--- config.mk ---
export PLATFORM = sky130hd
export DESIGN_NAME = esc_temp
export DESIGN_NICKNAME = d
export VERILOG_FILES = /design/src/rtl/core/esc_pkg.sv /design/src/rtl/core/esc_temp.sv
export SDC_FILE = /design/constraint.sdc
export NUM_CORES = 2
export LEC_CHECK = 0
export BUFFER_PORTS_ARGS = -buffer_cell sky130_fd_sc_hd__buf_2
export CAP_MARGIN = 20
export CORE_MARGIN = 10
export CORE_UTILIZATION = 57
export DETAILED_ROUTE_END_ITERATION = 10
export PLACE_DENSITY = 0.83
export RECOVER_POWER = 50
export SYNTH_ARGS = -nofsm -noshare
export SYNTH_HDL_FRONTEND = slang
export SYNTH_SLANG_ARGS = --single-unit
--- constraint.sdc ---
create_clock -name clk -period 8.95 [get_ports clk]
set_clock_uncertainty 0.2 [all_clocks]
set_input_delay 1.3425 -clock clk [delete_from_list [all_inputs] [get_ports clk]]
set_output_delay 1.3425 -clock clk [all_outputs]
set_load 0.02 [all_outputs]
--- src/rtl/core/esc_pkg.sv ---
// Shared constants, types and helper functions of the sensor compensation block.
package esc_pkg;

  localparam int NUM_COEF  = 8;
  localparam int IDX_W     = $clog2(NUM_COEF);
  localparam int CFG_AW    = IDX_W + 2;

  // Stage counts of the datapath parts.
  localparam int TF_LAT    = 3;
  localparam int T_LAT     = 4;
  localparam int H_LAT     = 7;
  localparam int DIV_STEPS = 64;
  localparam int P_LAT     = 6 + DIV_STEPS + 5;
  localparam int TOT_LAT   = TF_LAT + P_LAT;
  localparam int TEMP_DLY  = TOT_LAT - T_LAT;
  localparam int HUM_DLY   = TOT_LAT - TF_LAT - H_LAT;

  localparam logic [31:0] HUM_CLAMP = 32'd419430400;

  typedef struct packed {
    logic [15:0] t1;
    logic [15:0] t2;
    logic [15:0] t3;
    logic [15:0] p1;
    logic [15:0] p2;
    logic [15:0] p3;
    logic [15:0] p4;
    logic [15:0] p5;
    logic [15:0] p6;
    logic [15:0] p7;
    logic [15:0] p8;
    logic [15:0] p9;
    logic [7:0]  h1;
    logic [7:0]  h3;
    logic [15:0] h2;
    logic [11:0] h4;
    logic [11:0] h5;
    logic [7:0]  h6;
  } coef_t;

  typedef struct packed {
    logic neg;
    logic zero;
  } div_side_t;

  function automatic coef_t unpack_coef(input logic [NUM_COEF-1:0][31:0] w);
    coef_t c;
    c.t1 = w[0][15:0];
    c.t2 = w[0][31:16];
    c.t3 = w[1][15:0];
    c.p1 = w[1][31:16];
    c.p2 = w[2][15:0];
    c.p3 = w[2][31:16];
    c.p4 = w[3][15:0];
    c.p5 = w[3][31:16];
    c.p6 = w[4][15:0];
    c.p7 = w[4][31:16];
    c.p8 = w[5][15:0];
    c.p9 = w[5][31:16];
    c.h1 = w[6][7:0];
    c.h3 = w[6][15:8];
    c.h2 = w[6][31:16];
    c.h4 = w[7][11:0];
    c.h5 = w[7][23:12];
    c.h6 = w[7][31:24];
    return c;
  endfunction

  function automatic logic [31:0] asr32(input logic [31:0] v, input int s);
    return $unsigned($signed(v) >>> s);
  endfunction

  function automatic logic [63:0] asr64(input logic [63:0] v, input int s);
    return $unsigned($signed(v) >>> s);
  endfunction

  function automatic logic [31:0] sx16to32(input logic [15:0] v);
    return {{16{v[15]}}, v};
  endfunction

  function automatic logic [63:0] sx16to64(input logic [15:0] v);
    return {{48{v[15]}}, v};
  endfunction

endpackage

--- src/rtl/core/esc_temp.sv ---
// Temperature path: fine temperature term and milli-degree result.
module esc_temp (
  input  logic           clk,
  input  logic           adv,
  input  logic [19:0]    raw_t,
  input  esc_pkg::coef_t coef,
  output logic [31:0]    t_fine,
  output logic [31:0]    temp
);
  import esc_pkg::*;

  logic [31:0] d_w, e_w;
  logic [31:0] m1_r, m1_nxt, dd_r, dd_nxt;
  logic [31:0] v1_r, v1_nxt, m2_r, m2_nxt;
  logic [31:0] tf_r, tf_nxt, temp_r, temp_nxt;

  always_comb begin
    d_w      = {16'd0, raw_t[19:4]} - {16'd0, coef.t1};
    e_w      = {15'd0, raw_t[19:3]} - {15'd0, coef.t1, 1'b0};
    m1_nxt   = e_w * sx16to32(coef.t2);
    dd_nxt   = d_w * d_w;
    v1_nxt   = asr32(m1_r, 11);
    m2_nxt   = asr32(dd_r, 12) * sx16to32(coef.t3);
    tf_nxt   = v1_r + asr32(m2_r, 14);
    temp_nxt = asr32(tf_r * 32'd5 + 32'd128, 8) * 32'd10;
  end

  always_ff @(posedge clk) begin
    if (adv) begin
      m1_r   <= m1_nxt;
      dd_r   <= dd_nxt;
      v1_r   <= v1_nxt;
      m2_r   <= m2_nxt;
      tf_r   <= tf_nxt;
      temp_r <= temp_nxt;
    end
  end

  assign t_fine = tf_r;
  assign temp   = temp_r;
endmodule

==> qor.yml <==
grt:
  grt_max_degree: 75
  grt_pass1_wl_um: 149000
  grt_pass1_vias: 30641
  grt_antenna_before_repair: 0
  grt_usage_pct: 23.7
  grt-ovfl-total: 0
clocking:
  clk_pin_slew_ns: 0.08
  clk_latency_ns: 0.45
  cts_root_buffer: "clkbuf_16"
  ctsHoldBuffers: 0
  cts_num_sinks: 133
  clockBufferDepth: 2
  cts_tree: "done"
  cts_buffers: 17
  h-tree-depth: 4
logic_synthesis:
  syn_area_per_cell_um2: 9.62
  synthCells: 3894
  synth_top_cell_by_area: "fa_1"
  yosysMostFrequentCell: "inv_1"
  syn_area_um2: 37500
  synth_area_leaders: "fa_1 44%, ha_1 13%, edfxtp_1 11%"
  seq_area_frac_synth_pct: 10.7
  synth_edf_count: 133
  netlist_top_cells_count: "991 x inv_1, 818 x fa_1, 473 x nand2_1, 380 x ha_1, 226 x and2_1"
  syn-num-nets: 5370
  synth_top_area_share_pct: 43.7
  synth_async_sr_flop_share_pct: 0
  ys_dominant_reg_cell: "edfxtp_1"
  synth_cell_types: 74
  ys_ff_latch: 133
  yosys_warnings: 0
die:
  io_pins: 342
  die_x_um: 276
  die_h_um: 276
  dieArea_um2: 76400
  initial_utilization_pct: 57.9
  core_area_um2: 64700
  rows: 93
sta:
  min_period_ns: 8.82
  drv_slew: 136
  rsz0062_at_grt: "true"
  hold_viol_final: 0
  relSlewSlack_pct: -168
  worst_pin_slew_ns: 4.02
  fmax_mhz: 113
  setup_viol: 0
  period_share_pct: 98.6
  worst_slack_ns: 0.126
hold_path:
  worstHoldPathCells: 0
  worstHoldPathType: "register to register"
  hold_path_end: "v1_r[12]"
  min_from: "m1_r[23]"
route:
  wl_um: 89800
  via_per_inst: 5.47
  wl_per_cell_um: 17.8
  drc_errors: 0
  num_vias: 27516
  ant_nets: 0
  drtIter0Drc: 2207
  firstDrtPassIters: 8
placement:
  pre_cts_ws_ns: -0.576
  io_buffers: 129
  dpl.hpwl_um: 71600
  place_congestion: 0.897
critical_path:
  max_stage_delay_ns: 0.55
  critical-path-top-delay-family: "adder cells"
  worst-setup-path-type: "input pin to register"
  slowest_stage: "fa_1"
  required_ns: 8.97
  crit_arrival_ns: 8.84
  crit_fanout: 5
  rr_worst_depth: 22
  cpMostUsedCell: "fa_1"
  worst-path-buf-inv: 11
  reg2reg_slack_ns: 1.09
  crit_path_end_kind: "register"
  start_kind: "input pin"
  rr_endpoint: "m2_r[31]"
  reg2reg_from: "dd_r[20]"
final_layout:
  layout-drive-gt1-share_pct: 11.7
  area_growth_pct: 11.4
  nets: 5641
run:
  max-cap-violations: 2
outcome:
  failed_checks: "capacitance limit, slew limit"
  status: "finished, violations left"
==> area by class of cell <==
| cell class | instances | area, µm² |
|---|---|---|
| Antenna cell | 1 | 2.50 |
| Tap cell | 855 | 1070 |
| Inverter | 993 | 3730 |
| Timing Repair Buffer | 391 | 2770 |
| Multi-Input combinational cell | 2629 | 29600 |
| Fill cell | 4789 | 23000 |
| Sequential cell | 133 | 3990 |
| Clock buffer | 17 | 425 |
| Clock inverter | 12 | 85.1 |
==> cell families (layout without fill, tap and decap cells) <==
family	count (synthesis)	after routing	share of synthesized area, %
AO/OA/AOI/OAI	268	268	4.87
XOR/XNOR	171	171	4.02
adder cells (fa/ha/maj)	1198	1198	56.4
buffers and inverters	1132	1413	11.5
flip-flops	133	133	10.7
multiplexers	3	3	0.0835
other	1	2	0.0100
AND/OR/NAND/NOR	988	988	12.5
==> state kept, by name (all words and copies together) (netlist names) <==
signal	cells
dd_r	20
m1_r	21
m2_r	18
t_fine	22
temp	31
v1_r	21
==> worst max path at each step <==
stage / cells after the start / end / from
after global placement: 35 / m1_r[29] / raw_t[4]
after floorplan: 34 / dd_r[29] / raw_t[4]
final: 36 / m1_r[29] / raw_t[4]
after global routing: 36 / m1_r[29] / raw_t[4]
after CTS: 38 / dd_r[29] / raw_t[4]
after detailed placement: 37 / m1_r[28] / raw_t[4]
==> per-layer routing <==
layer	wire [µm]	global-route usage, %
met2	45700	41.8
met3	7520	4.17
met4	3630	9.01
met5	0	0
met1	32900	28.5
==> through the flow <==
stage	utilization, %	std cells	instance area [µm²]	setup TNS (ns)	hold slack (ns)
after floorplan	-	3894	37500	0	0.200
after global placement	63.0	4988	40800	-5.45	0.201
after detailed placement	63.0	4988	40800	-7.72	0.205
after CTS	63.9	5020	41300	0	0.218
after global routing	64.5	5030	41700	-0.635	0.220
final	64.5	5031	41700	0	0.210
==> repair_timing <==
| item | CTS | global route |
|---|---|---|
| pin swaps | 1 | 81 |
| endpoints found under the setup margin | 11 | 17 |
| gates resized for setup | 9 | 94 |
| buffers inserted | 3 | 12 |
| gates cloned | 0 | 1 |
==> layout by cell type, fill, tap and decap left out, types with 6 or more instances in the layout <==
cell       instances
a21o_1            37
a21oi_1           62
a21oi_2            9
a311oi_1           6
a31oi_1           13
and2_1           225
and3_1            10
buf_12            14
buf_2             75
buf_4            238
buf_6              9
clkbuf_1          54
clkbuf_16         18
edfxtp_1         133
fa_1             800
fa_2              18
ha_1             369
ha_4               9
inv_1            972
inv_2             19
nand2_1          469
nand2b_1          37
nand3_1           21
nand4_1           10
nor2_1           118
nor2b_1           34
nor3_1            19
nor3b_1            6
o211ai_1           8
o21a_1            17
o21ai_0           38
o21bai_1           8
or2_2              7
xnor2_1          125
xor2_1            36
xor2_2             6
Power is not shown: default switching activity piles up to over one toggle a cycle in this logic, so the estimate is an artifact.
